===== src/rtl/dca_pkg.sv =====
`timescale 1ns / 1ps
`default_nettype none
package dca_pkg;

  localparam int NUM_CHANNELS            = 10;
  localparam int SCRATCH_BYTES           = 16384;
  localparam int SECOND_PRIORITY_CHANNEL = 7;
  localparam int WINDOW_BYTES            = 8 * 16;

  localparam int START_W  = 10;
  localparam int ADDR_W   = 31;
  localparam int CH_W     = 4;
  localparam int MASK_W   = 10;
  localparam int CFG_W    = 10;
  localparam int CFG_IDX_W = 2;
  localparam int CH_IDX_W = $clog2(NUM_CHANNELS);
  localparam int SCR_W    = $clog2(SCRATCH_BYTES);

  typedef enum logic [CFG_IDX_W-1:0] {
    CFG_PRIO_CTRL_EN  = 2'd0,
    CFG_CHAN_EN_MASK  = 2'd1,
    CFG_STALL_DRAIN_EN = 2'd2,
    CFG_STALL_DRAIN_CH = 2'd3
  } cfg_idx_e;

  typedef struct packed {
    logic              prio_ctrl_en;
    logic [MASK_W-1:0] chan_en_mask;
    logic              stall_drain_en;
    logic [CH_W-1:0]   stall_drain_ch;
  } cfg_t;

  typedef struct packed {
    logic                    prio_hit;
    logic [CH_W-1:0]         prio_ch;
    logic [NUM_CHANNELS-1:0] elig;
  } class_t;

endpackage
`default_nettype wire


===== src/rtl/dca_req_if.sv =====
`timescale 1ns / 1ps
`default_nettype none
interface dca_req_if;
  logic                        valid;
  logic                        ready;
  logic [dca_pkg::START_W-1:0] start_bits;
  logic [dca_pkg::ADDR_W-1:0]  drain_address;
  logic                        drain_in_scratchpad;
  logic [dca_pkg::ADDR_W-1:0]  stall_address;

  modport source (
    output valid, start_bits, drain_address, drain_in_scratchpad, stall_address,
    input  ready
  );
  modport sink (
    input  valid, start_bits, drain_address, drain_in_scratchpad, stall_address,
    output ready
  );
endinterface
`default_nettype wire


===== src/rtl/dca_gnt_if.sv =====
`timescale 1ns / 1ps
`default_nettype none
interface dca_gnt_if;
  logic                     valid;
  logic                     ready;
  logic                     grant_valid;
  logic [dca_pkg::CH_W-1:0] granted_channel;

  modport source (
    output valid, grant_valid, granted_channel,
    input  ready
  );
  modport sink (
    input  valid, grant_valid, granted_channel,
    output ready
  );
endinterface
`default_nettype wire


===== src/rtl/dca_front.sv =====
`timescale 1ns / 1ps
`default_nettype none
module dca_front (
  input  wire dca_pkg::cfg_t                cfg_i,
  input  wire logic [dca_pkg::START_W-1:0]  start_bits_i,
  input  wire logic [dca_pkg::ADDR_W-1:0]   drain_address_i,
  input  wire logic                         drain_in_scratchpad_i,
  input  wire logic [dca_pkg::ADDR_W-1:0]   stall_address_i,
  output dca_pkg::class_t                   class_o
);

  logic [dca_pkg::ADDR_W:0]       end_w;
  logic [dca_pkg::ADDR_W-1:0]     end_mod;
  logic                           stalls;

  function automatic logic start_of(input logic [dca_pkg::START_W-1:0] w, input int idx);
    logic r;
    r = 1'b0;
    for (int i = 0; i < dca_pkg::START_W; i++) begin
      if (i == idx) r = w[i];
    end
    return r;
  endfunction

  function automatic logic allowed(input dca_pkg::cfg_t c, input int idx);
    logic r;
    r = 1'b0;
    for (int i = 0; i < dca_pkg::MASK_W; i++) begin
      if (i == idx) r = c.chan_en_mask[i];
    end
    return !c.prio_ctrl_en || r;
  endfunction

  always_comb begin
    end_w   = {1'b0, drain_address_i} + (dca_pkg::ADDR_W + 1)'(dca_pkg::WINDOW_BYTES);
    end_mod = dca_pkg::ADDR_W'(end_w[dca_pkg::SCR_W-1:0]);
    if (!drain_in_scratchpad_i) begin
      stalls = end_w > {1'b0, stall_address_i};
    end else if ({1'b0, stall_address_i} >=
                 (dca_pkg::ADDR_W + 1)'(dca_pkg::SCRATCH_BYTES)) begin
      stalls = 1'b0;
    end else begin
      stalls = ((drain_address_i < stall_address_i) && (end_w > {1'b0, stall_address_i})) ||
               ((drain_address_i >= stall_address_i) && (end_mod > stall_address_i));
    end
  end

  always_comb begin
    class_o = '0;
    if (start_bits_i[0] && allowed(cfg_i, 0)) begin
      class_o.prio_hit = 1'b1;
      class_o.prio_ch  = '0;
    end else if ((dca_pkg::SECOND_PRIORITY_CHANNEL < dca_pkg::NUM_CHANNELS) &&
                 start_of(start_bits_i, dca_pkg::SECOND_PRIORITY_CHANNEL) &&
                 allowed(cfg_i, dca_pkg::SECOND_PRIORITY_CHANNEL)) begin
      class_o.prio_hit = 1'b1;
      class_o.prio_ch  = dca_pkg::CH_W'(dca_pkg::SECOND_PRIORITY_CHANNEL);
    end
    for (int i = 1; i < dca_pkg::NUM_CHANNELS; i++) begin
      class_o.elig[i] = start_of(start_bits_i, i) && allowed(cfg_i, i) &&
                        !(cfg_i.stall_drain_en && (cfg_i.stall_drain_ch == dca_pkg::CH_W'(i)) &&
                          stalls);
    end
  end

endmodule
`default_nettype wire


===== src/rtl/dca_queue.sv =====
`timescale 1ns / 1ps
`default_nettype none
module dca_queue (
  input  wire logic            clk_i,
  input  wire logic            rst_ni,
  input  wire logic            push_i,
  input  wire dca_pkg::class_t data_i,
  output logic                 full_o,
  input  wire logic            pop_i,
  output logic                 nempty_o,
  output dca_pkg::class_t      data_o
);

  dca_pkg::class_t mem_q [2];
  logic       wr_ptr_q, wr_ptr_d;
  logic       rd_ptr_q, rd_ptr_d;
  logic [1:0] count_q, count_d;

  assign full_o   = count_q == 2'd2;
  assign nempty_o = count_q != 2'd0;
  assign data_o   = mem_q[rd_ptr_q];

  always_comb begin
    wr_ptr_d = push_i ? !wr_ptr_q : wr_ptr_q;
    rd_ptr_d = pop_i ? !rd_ptr_q : rd_ptr_q;
    count_d  = count_q + 2'(push_i) - 2'(pop_i);
  end

  always_ff @(posedge clk_i or negedge rst_ni) begin
    if (!rst_ni) begin
      wr_ptr_q <= 1'b0;
      rd_ptr_q <= 1'b0;
      count_q  <= 2'd0;
    end else begin
      wr_ptr_q <= wr_ptr_d;
      rd_ptr_q <= rd_ptr_d;
      count_q  <= count_d;
    end
  end

  always_ff @(posedge clk_i) begin
    if (push_i) begin
      mem_q[wr_ptr_q] <= data_i;
    end
  end

endmodule
`default_nettype wire


===== src/rtl/dca_back.sv =====
`timescale 1ns / 1ps
`default_nettype none
module dca_back (
  input  wire logic            clk_i,
  input  wire logic            rst_ni,
  input  wire logic            nempty_i,
  input  wire dca_pkg::class_t data_i,
  output logic                 pop_o,
  dca_gnt_if.source            gnt
);

  logic [dca_pkg::CH_W-1:0] rr_q, rr_d;
  logic                     out_valid_q;
  logic                     grant_valid_q, grant_valid_d;
  logic [dca_pkg::CH_W-1:0] granted_q, granted_d;
  logic [dca_pkg::CH_W:0]   cand;
  logic [dca_pkg::CH_W:0]   step;

  assign pop_o               = nempty_i && (!out_valid_q || gnt.ready);
  assign gnt.valid           = out_valid_q;
  assign gnt.grant_valid     = grant_valid_q;
  assign gnt.granted_channel = granted_q;

  always_comb begin
    step = {1'b0, rr_q} + (dca_pkg::CH_W + 1)'(1);
    if (step >= (dca_pkg::CH_W + 1)'(dca_pkg::NUM_CHANNELS)) begin
      step = (dca_pkg::CH_W + 1)'(1);
    end
    rr_d          = rr_q;
    grant_valid_d = 1'b0;
    granted_d     = '0;
    cand          = '0;
    if (data_i.prio_hit) begin
      grant_valid_d = 1'b1;
      granted_d     = data_i.prio_ch;
    end else begin
      rr_d = step[dca_pkg::CH_W-1:0];
      // Walk from the farthest offset down so the nearest eligible channel wins.
      for (int k = dca_pkg::NUM_CHANNELS - 1; k >= 1; k--) begin
        cand = {1'b0, rr_q} + (dca_pkg::CH_W + 1)'(k);
        if (cand >= (dca_pkg::CH_W + 1)'(dca_pkg::NUM_CHANNELS)) begin
          cand = cand - (dca_pkg::CH_W + 1)'(dca_pkg::NUM_CHANNELS - 1);
        end
        if (data_i.elig[cand[dca_pkg::CH_IDX_W-1:0]]) begin
          grant_valid_d = 1'b1;
          granted_d     = cand[dca_pkg::CH_W-1:0];
          rr_d          = cand[dca_pkg::CH_W-1:0];
        end
      end
    end
  end

  always_ff @(posedge clk_i or negedge rst_ni) begin
    if (!rst_ni) begin
      rr_q        <= dca_pkg::CH_W'(1);
      out_valid_q <= 1'b0;
    end else begin
      if (pop_o) begin
        rr_q        <= rr_d;
        out_valid_q <= 1'b1;
      end else if (gnt.ready) begin
        out_valid_q <= 1'b0;
      end
    end
  end

  always_ff @(posedge clk_i) begin
    if (pop_o) begin
      grant_valid_q <= grant_valid_d;
      granted_q     <= granted_d;
    end
  end

endmodule
`default_nettype wire


===== src/rtl/dma_channel_arbiter.sv =====
// Path: a request accepted into the queue is popped by the back end and held in its output register as its result.
// Throughput: one request per cycle while the grant output is not stalled; req.ready falls when the queue is full.
// A two-entry queue between classification and arbitration absorbs output stalls.
// Reset: configuration returns to defaults, the pointer to channel 1, queue and output empty.
`timescale 1ns / 1ps
`default_nettype none
module dma_channel_arbiter (
  input  wire logic                          clk_i,
  input  wire logic                          rst_ni,
  input  wire logic                          cfg_we_i,
  input  wire logic [dca_pkg::CFG_IDX_W-1:0] cfg_idx_i,
  input  wire logic [dca_pkg::CFG_W-1:0]     cfg_wdata_i,
  dca_req_if.sink                            req,
  dca_gnt_if.source                          gnt
);

  dca_pkg::cfg_t   cfg_q;
  dca_pkg::class_t cls;
  dca_pkg::class_t q_data;
  logic            q_full;
  logic            q_nempty;
  logic            q_pop;
  logic            push;

  assign req.ready = !q_full;
  assign push      = req.valid && !q_full;

  always_ff @(posedge clk_i or negedge rst_ni) begin
    if (!rst_ni) begin
      cfg_q.prio_ctrl_en   <= 1'b0;
      cfg_q.chan_en_mask   <= '0;
      cfg_q.stall_drain_en <= 1'b0;
      cfg_q.stall_drain_ch <= dca_pkg::CH_W'(1);
    end else if (cfg_we_i) begin
      case (dca_pkg::cfg_idx_e'(cfg_idx_i))
        dca_pkg::CFG_PRIO_CTRL_EN:   cfg_q.prio_ctrl_en   <= cfg_wdata_i[0];
        dca_pkg::CFG_CHAN_EN_MASK:   cfg_q.chan_en_mask   <= cfg_wdata_i[dca_pkg::MASK_W-1:0];
        dca_pkg::CFG_STALL_DRAIN_EN: cfg_q.stall_drain_en <= cfg_wdata_i[0];
        dca_pkg::CFG_STALL_DRAIN_CH: cfg_q.stall_drain_ch <= cfg_wdata_i[dca_pkg::CH_W-1:0];
        default: begin
        end
      endcase
    end
  end

  dca_front u_front (
    .cfg_i                 (cfg_q),
    .start_bits_i          (req.start_bits),
    .drain_address_i       (req.drain_address),
    .drain_in_scratchpad_i (req.drain_in_scratchpad),
    .stall_address_i       (req.stall_address),
    .class_o               (cls)
  );

  dca_queue u_queue (
    .clk_i    (clk_i),
    .rst_ni   (rst_ni),
    .push_i   (push),
    .data_i   (cls),
    .full_o   (q_full),
    .pop_i    (q_pop),
    .nempty_o (q_nempty),
    .data_o   (q_data)
  );

  dca_back u_back (
    .clk_i    (clk_i),
    .rst_ni   (rst_ni),
    .nempty_i (q_nempty),
    .data_i   (q_data),
    .pop_o    (q_pop),
    .gnt      (gnt)
  );

endmodule
`default_nettype wire


===== src/flat_wrapper.sv =====
// flat-port wrapper written by rule: the top's interface ports become plain ports
module dma_channel_arbiter_flat 
  (clk_i, rst_ni, cfg_we_i, cfg_idx_i, cfg_wdata_i, req_valid, req_start_bits, req_drain_address, req_drain_in_scratchpad, req_stall_address, req_ready, gnt_valid, gnt_grant_valid, gnt_granted_channel, gnt_ready);
  dca_req_if req_i ();
  dca_gnt_if gnt_i ();
  input  wire logic clk_i;
  input  wire logic rst_ni;
  input  wire logic cfg_we_i;
  input  wire logic [dca_pkg::CFG_IDX_W-1:0] cfg_idx_i;
  input  wire logic [dca_pkg::CFG_W-1:0] cfg_wdata_i;
  input wire logic [$bits(req_i.valid)-1:0] req_valid;
  input wire logic [$bits(req_i.start_bits)-1:0] req_start_bits;
  input wire logic [$bits(req_i.drain_address)-1:0] req_drain_address;
  input wire logic [$bits(req_i.drain_in_scratchpad)-1:0] req_drain_in_scratchpad;
  input wire logic [$bits(req_i.stall_address)-1:0] req_stall_address;
  output wire logic [$bits(req_i.ready)-1:0] req_ready;
  output wire logic [$bits(gnt_i.valid)-1:0] gnt_valid;
  output wire logic [$bits(gnt_i.grant_valid)-1:0] gnt_grant_valid;
  output wire logic [$bits(gnt_i.granted_channel)-1:0] gnt_granted_channel;
  input wire logic [$bits(gnt_i.ready)-1:0] gnt_ready;
  assign req_i.valid = req_valid;
  assign req_i.start_bits = req_start_bits;
  assign req_i.drain_address = req_drain_address;
  assign req_i.drain_in_scratchpad = req_drain_in_scratchpad;
  assign req_i.stall_address = req_stall_address;
  assign req_ready = req_i.ready;
  assign gnt_valid = gnt_i.valid;
  assign gnt_grant_valid = gnt_i.grant_valid;
  assign gnt_granted_channel = gnt_i.granted_channel;
  assign gnt_i.ready = gnt_ready;
  dma_channel_arbiter u_core (.clk_i(clk_i), .rst_ni(rst_ni), .cfg_we_i(cfg_we_i), .cfg_idx_i(cfg_idx_i), .cfg_wdata_i(cfg_wdata_i), .req(req_i), .gnt(gnt_i));
endmodule

===== config.mk =====
export PLATFORM = sky130hd
export DESIGN_NAME = dma_channel_arbiter_flat
export DESIGN_NICKNAME = d
export VERILOG_FILES = /design/src/rtl/dca_pkg.sv /design/src/rtl/dca_req_if.sv /design/src/rtl/dca_gnt_if.sv /design/src/rtl/dca_front.sv /design/src/rtl/dca_queue.sv /design/src/rtl/dca_back.sv /design/src/rtl/dma_channel_arbiter.sv /design/src/flat_wrapper.sv
export SDC_FILE = /design/constraint.sdc
export NUM_CORES = 1
export LEC_CHECK = 0
export ABC_AREA = 1
export ABC_CLOCK_PERIOD_IN_PS = 3700
export CAP_MARGIN = 10
export CORE_MARGIN = 2
export CORE_UTILIZATION = 55
export CTS_BUF_LIST = sky130_fd_sc_hd__clkbuf_8
export DETAILED_ROUTE_END_ITERATION = 10
export DONT_BUFFER_PORTS = 1
export GPL_TIMING_DRIVEN = 0
export PLACE_DENSITY_LB_ADDON = 0.12
export SLEW_MARGIN = 10
export SYNTH_ARGS = -nofsm -noshare
export SYNTH_HDL_FRONTEND = slang
export SYNTH_SLANG_ARGS = --single-unit

===== constraint.sdc =====
create_clock -name clk_i -period 3.7 [get_ports clk_i]
set_input_delay 0.185 -clock clk_i [delete_from_list [all_inputs] [get_ports clk_i]]
set_output_delay 0.185 -clock clk_i [all_outputs]
set_load 0.02 [all_outputs]

* After elaboration in Yosys (flattened, before gate mapping) *
Memories as Yosys holds them, arrays and structs flattened.
Index checks and enable logic that the tools add are counted.

cells by class
  add/subtract/negate cells = 21
  multipliers = 0
  div/mod/pow operators = 0
  order comparisons = 23
  eq/ne operators = 13
  shift-type cells = 0
  multiplexer cells = 67
  bitwise operators = 1
  reduce and logical (&&, ||, !) cells = 78

operators with widths
  cell                                                         count
  two-way mux 4 bit                                            38
  >= comparator 5 x 4 -> 1 bit (second input constant)         9
  less-than comparator 4 x 5 -> 1 bit (second input constant)  9
  logical AND 1 bit                                            42
  binary-select mux 1 bit (select 4 bit)                       9
  subtractor 4 bit (second input constant)                     9
  adder 31 x 8 -> 32 bit (second input constant)               1
  greater-than comparator 32 x 31 -> 1 bit                     1
  >= comparator 31 x 15 -> 1 bit (second input constant)       1
  >= comparator 31 bit                                         1
  greater-than comparator 14 x 31 -> 1 bit                     1
  less-than comparator 31 bit                                  1
  adder 4 x 3 -> 5 bit (second input constant)                 4
  two-way mux 1 bit                                            18
  == test 4 x 3 -> 1 bit (second input constant)               4
  zero test 1 bit                                              14
  logical OR 1 bit                                             13
  adder 4 x 2 -> 5 bit (second input constant)                 2
  adder 4 x 4 -> 5 bit (second input constant)                 2
  two-way mux 5 bit                                            2
  AND reduction 2 bit                                          5
  OR reduction 9 bit                                           1
  == test 4 x 2 -> 1 bit (second input constant)               2
  == test 4 bit (second input constant)                        2
  other kinds (9)                                              12

storage, ports and cells
  bits in registers = 30
  latch bits = 0
  memory bits (writable) = 28
  memory bits (read-only) = 0
  bits of input ports = 90
  output and inout port bits = 7
  word-level logic and storage cells = 215
  memories = 1

memories
  memory                words  width  read ports  clocked after Yosys merged registers in  wr ports  RTL line         RTL
  u_core.u_queue.mem_q  2      14     1           0                                        1         dca_queue.sv:14  dca_pkg::class_t mem_q [2];

* Longest topological paths before layout *
  depth in word-level cells = 16
  mapped depth = 28
  gate-level depth less buffers = 27

* By module *
Synthesis repeated with hierarchy kept, for this count alone.

unflattened totals
  cell total of the unflattened synthesis = 1156
  area total of the unflattened synthesis = 7731.2 um^2

by module, submodules not included
  module               times used  cells each  area each (um^2)  sequential area each (um^2)
  dca_back             1           555         3150.5            276.5
  dca_front            1           418         2518.7            0.0
  dca_queue            1           103         1316.3            1001.0
  dma_channel_arbiter  1           80          745.7             401.6

* Worst setup path before layout *
OpenSTA, ideal clock, no wires.

  kind = reg-to-reg
  from = register u_core.u_back.rr_q[0] (netlist bit)
  to = register u_core.u_back.grant_valid_q (netlist: u_core.u_back.gnt.grant_valid) (data pin)
  library setup time = 0.266 ns
  data arrival time = 2.979 ns
  data required time = 3.434 ns
  setup slack = 0.455 ns
  stages on the path, launching flop included = 20
  path buffers = 1
  period minus slack after synthesis = 3.245 ns
  cells stage by stage = dfstp_2 inv_2 buf_2 ha_1 nor2_1 nand2_2 a21boi_4 ha_1 inv_1 nand2_1 o21ai_0 nand2_1 o21ai_0 nand2_1 nand3_1 o21ai_2 nor2_2 nand2_1 nor2_2 nand2_1

between the ends
  cells in the longest elaborated chain, start to end = 7
  elaborated cells between the ends (all ways) = 65
  those cells by class = 18 x add/sub; 9 x order compare; 37 x mux; 1 x reduce/logical

ends and longest elaborated chain
  item                                                                             RTL line                        RTL
  start: declaration                                                               dca_back.sv:12                  logic [dca_pkg::CH_W-1:0] rr_q, rr_d;
  start signal: assignment                                                         dca_back.sv:55                  rr_q <= dca_pkg::CH_W'(1);
  start signal: assignment                                                         dca_back.sv:59                  rr_q <= rr_d;
  adder 4 x 4 -> 5 bit, or another cell as far along                               dca_back.sv:40                  cand = {1'b0, rr_q} + (dca_pkg::CH_W + 1)'(k);
  subtractor 4 bit / >= comparator 5 x 4 -> 1 bit (equally long branches)          dca_back.sv:42, dca_back.sv:41
  two-way mux 4 bit                                                                dca_back.sv:41                  if (cand >= (dca_pkg::CH_W + 1)'(dca_pkg::NUM_CHANNELS)) begin
  two-way mux 4 bit                                                                dca_back.sv:33                  if (data_i.prio_hit) begin
  binary-select mux 1 bit (select 4 bit)                                           dca_back.sv:44                  if (data_i.elig[cand[dca_pkg::CH_IDX_W-1:0]]) begin
  two-way mux 1 bit (not written as such)                                          dca_back.sv:44
  OR reduction 9 bit (no source line) / two-way mux 1 bit (equally long branches)  -
  end signal: assignment                                                           dca_back.sv:69                  grant_valid_q <= grant_valid_d;
  end: declaration                                                                 dca_back.sv:14                  logic grant_valid_q, grant_valid_d;

Parallel ways exist; a longest one is shown, timed or not. The select of a mux whose other input is x is not followed.
A chain may end at the register's enable or synchronous reset.

* Final worst setup path *
  from = register u_core.u_back.rr_q[2] (netlist bit)
  to = register u_core.u_back.granted_q, in the netlist u_core.u_back.gnt.granted_channel[0] (data pin)

between the ends
  cells in the longest elaborated chain, start to end = 16
  elaborated cells between the ends (all ways) = 73
  those cells by class = 18 x add/sub; 9 x order compare; 46 x mux

ends and longest elaborated chain
  item                                                                     RTL line                        RTL
  adder 4 x 4 -> 5 bit                                                     dca_back.sv:40
  subtractor 4 bit / >= comparator 5 x 4 -> 1 bit (equally long branches)  dca_back.sv:42, dca_back.sv:41
  two-way mux 4 bit                                                        dca_back.sv:41
  two-way mux 4 bit                                                        dca_back.sv:33
  binary-select mux 1 bit (select 4 bit)                                   dca_back.sv:44
  two-way mux 1 bit (not written as such)                                  dca_back.sv:44
  two-way mux 4 bit (8 in series)                                          dca_back.sv:44
  two-way mux 4 bit *                                                      dca_back.sv:44
  two-way mux 4 bit *                                                      dca_back.sv:33
  named net u_core.u_back.granted_d (one bit)                              dca_back.sv:15                  logic [dca_pkg::CH_W-1:0] granted_q, granted_d;
  end signal: assignment                                                   dca_back.sv:70                  granted_q <= granted_d;
  end: declaration                                                         dca_back.sv:15

Mark *: on every way through the listed nets, which the timed path passes. The rest lies on a longest branch. The select of a mux whose other input is x is not followed.

==> qor.yml <==
async_reset_ff_share_pct: 48.1
io_pins: 97
drive_above_1_share_pct: 10.5
yosysUniqueCellTypes: 48
syn_area_per_cell_sq_um: 6.61
ys_seq_elements: 52
io_buffer_count: 0
grt_first_pass_wirelength_um: 29600
wl_per_cell_um: 14.4
cts_tree: "built"
slowest_delay_ns: 0.53
crit_type: "reg2reg"
clk_pin_slew_worst_paths_ns: 0.09
rows: 40
initial_utilization_pct: 56.4
initialDrtViolationCount: 516
cp.required_ns: 3.76
crit_path_start_kind: "flip-flop"
die_y_um: 115
n_antenna_cell: 0
first_global_vias: 6396
synth_xor_area_share_pct: 4.85
cts.path.max_buffers: 2
setup_violations: 0
dp_hpwl_um: 14200
synth-edff-count: 27
cts.sinks: 52
vias: 6673
ys_warn_count: 0
slowest_stage: "dfrtp_2"
gr-total-overflow: 0
fmax_mhz: 291
yosys-top-cells-area: "nand2_1 15%, ha_1 15%, edfxtp_1 12%"
cp.arrival_ns: 3.50
h-tree-depth: 2
grt_max_degree: 26
rsz0062_at_grt: "no"
end_kind: "flip-flop"
synth_area_sq_um: 6810
synthSimpleGateAreaFrac_pct: 35.4
status: "completed"
fin_skew_ns: 0.00916
antenna_found_initial: 0
yosysMostFrequentCell: "nand2_1"
netlist.top_cell.by_area: "nand2_1"
n_fill_cell: 1191
cp_max_fo: 15
yosys-top-cells-count: "274 x nand2_1, 144 x inv_1, 102 x nand3_1"
fin_cells: 1217
cpMostUsedCell: "nand2_1"
path_cells: "inv_2 > buf_6 > ha_1 > ha_1 > nand2_2 > nand3_4 > xor2_1 > nor2_1 > nor2_1 > nor2_1 > nand2_1 > nand2_2 > a21oi_1 > nand2_1 > nand2_1 > nand2_1 > nand2_1 > nand2_1 > nand2_1 > nand2_1 > nand2_1 > o21ai_1"
drc: 0
syn_to_final_growth_pct: 7.19
drv_slew: 0
max_slew_margin_pct: 35.7
final_nets: 1217
grt_usage_pct: 27.4
dieArea_sq_um: 13300
yosys_most_used_dff: "edfxtp_1"
period_needed_ns: 3.43
globalplace.congestion: 0.951
synth-compound-area-share_pct: 13.8
clk_latency_ns: 0.30
synthMuxAreaShare_pct: 0.993
syn-num-nets: 1199
drv_cap: 0
min_path_type: "in2reg"
core_area_sq_um: 12100
synth_top_family_by_area: "simple AND/OR/NAND/NOR gates"
routed_wl_um: 17500
via_per_inst: 5.48
hold_viol: 0
die_w_um: 115
cts_made_buffers: 5
seq_area_frac_synth_pct: 21.1
syn-instance-count: 1030
finalCritPeriodShare_pct: 92.8
dp_cells: 1198
antenna_left: 0
worst_slew_pin_slew_ns: 0.961
dr.pass1.iters: 6
cts_root_buffer: "clkbuf_8"
synth-adder-area-share_pct: 14.5
yosysTopAreaCellShare_pct: 15.1
[cell families after synthesis]
logic type | count (synthesis)
simple gates | 534
compound gates | 162
buf+inv | 161
fa+ha+maj | 79
flops | 52
xor+xnor | 36
mux | 6
[flip-flops by register name, indices dropped and copies added, names as in the netlist]
name / cells
u_core.cfg_q: 16
u_core.u_back.gnt.grant_valid: 1
u_core.u_back.gnt.granted_channel: 4
u_core.u_back.gnt.valid: 1
u_core.u_back.rr_q: 4
u_core.u_queue.count_q: 2
u_core.u_queue.mem_q: 22
u_core.u_queue.rd_ptr_q: 1
u_core.u_queue.wr_ptr_q: 1
[critical path, delay by kind of cell, from the launching register on]
kind / cells / cell delay (ns)
fa+ha+maj: 2 / 0.57
buf+inv: 2 / 0.24
xor+xnor: 1 / 0.43
compound gates: 2 / 0.20
simple gates: 15 / 1.19
flops: 1 / 0.53
[timing repair]
action | CTS | global route
hold buffers | 3 | 0
endpoints found under the hold margin | 26 | 0
gates resized for setup | 2 | 17
setup buffers | 1 | 7
pin swaps | 0 | 1
setup endpoints to repair | 9 | 27
[worst paths after layout]
kind / depth (start not counted) / slack (ns) / end / from
setup / recovery: 22 / 0.27 / u_core.u_back.gnt.granted_channel[0] / u_core.u_back.rr_q[2]
hold / removal: 1 / 0.03 / u_core.cfg_q[12] / cfg_wdata_i[7]
setup reg to reg: 22 / 0.27 / u_core.u_back.gnt.granted_channel[0] / u_core.u_back.rr_q[2]
hold reg to reg: 2 / 0.49 / u_core.cfg_q[5] / u_core.cfg_q[5]
max in group asynchronous: 2 / 3.16 / u_core.u_back.rr_q[0] / rst_ni
min in group asynchronous: 2 / 0.30 / u_core.u_back.gnt.valid / rst_ni
[per-stage QoR]
stage	instance area, sq um	setup TNS [ns]	hold slack, ns	utilization, %	setup slack [ns]
after floorplan	6810	0	-0.111	-	0.455
after global placement	7020	-0.585	-0.110	58.2	-0.112
after detailed placement	7020	-0.728	-0.110	58.2	-0.121
after CTS	7180	0	0.0200	59.5	0.0755
after global routing	7290	0	0.0110	60.5	0.00515
final	7290	0	0.0292	60.5	0.267
[layout make-up]
cell class / count / area [sq um] / area share (%)
buffer: 10 / 68.8 / 0.943
clock buffer: 5 / 68.8 / 0.943
clock inverter: 3 / 42.5 / 0.583
inverter: 151 / 571 / 7.82
multi-input combinational: 817 / 4790 / 65.7
sequential: 52 / 1440 / 19.8
tap: 168 / 210 / 2.88
timing repair buffer: 11 / 100 / 1.37
[layer usage]
| metal | part of all wire (%) | track usage, % | vias up |
|---|---|---|---|
| li1 | - | - | 3442 |
| met1 | 46 | 37.0 | 2986 |
| met2 | 46 | 45.7 | 209 |
| met3 | 5.7 | 3.06 | 36 |
| met4 | 3.2 | 9.24 | 0 |
| met5 | 0 | 0 | - |
[layout by cell type (no fill, tap or decap), types with 9 or more instances in the layout]
master    count
ha_1         77
nor2_1       71
buf_4         9
o21ai_1      11
nand2_4       9
nand2_1     274
nor3_1       14
dfrtp_1      21
nand2_2      26
edfxtp_1     27
a21oi_1      56
nand4_1      10
inv_1       143
o21ai_0      51
o211ai_1     12
xor2_1       29
nand3_1     102
Power is not shown: default switching activity piles up to over one toggle a cycle in this logic, so the estimate is an artifact.
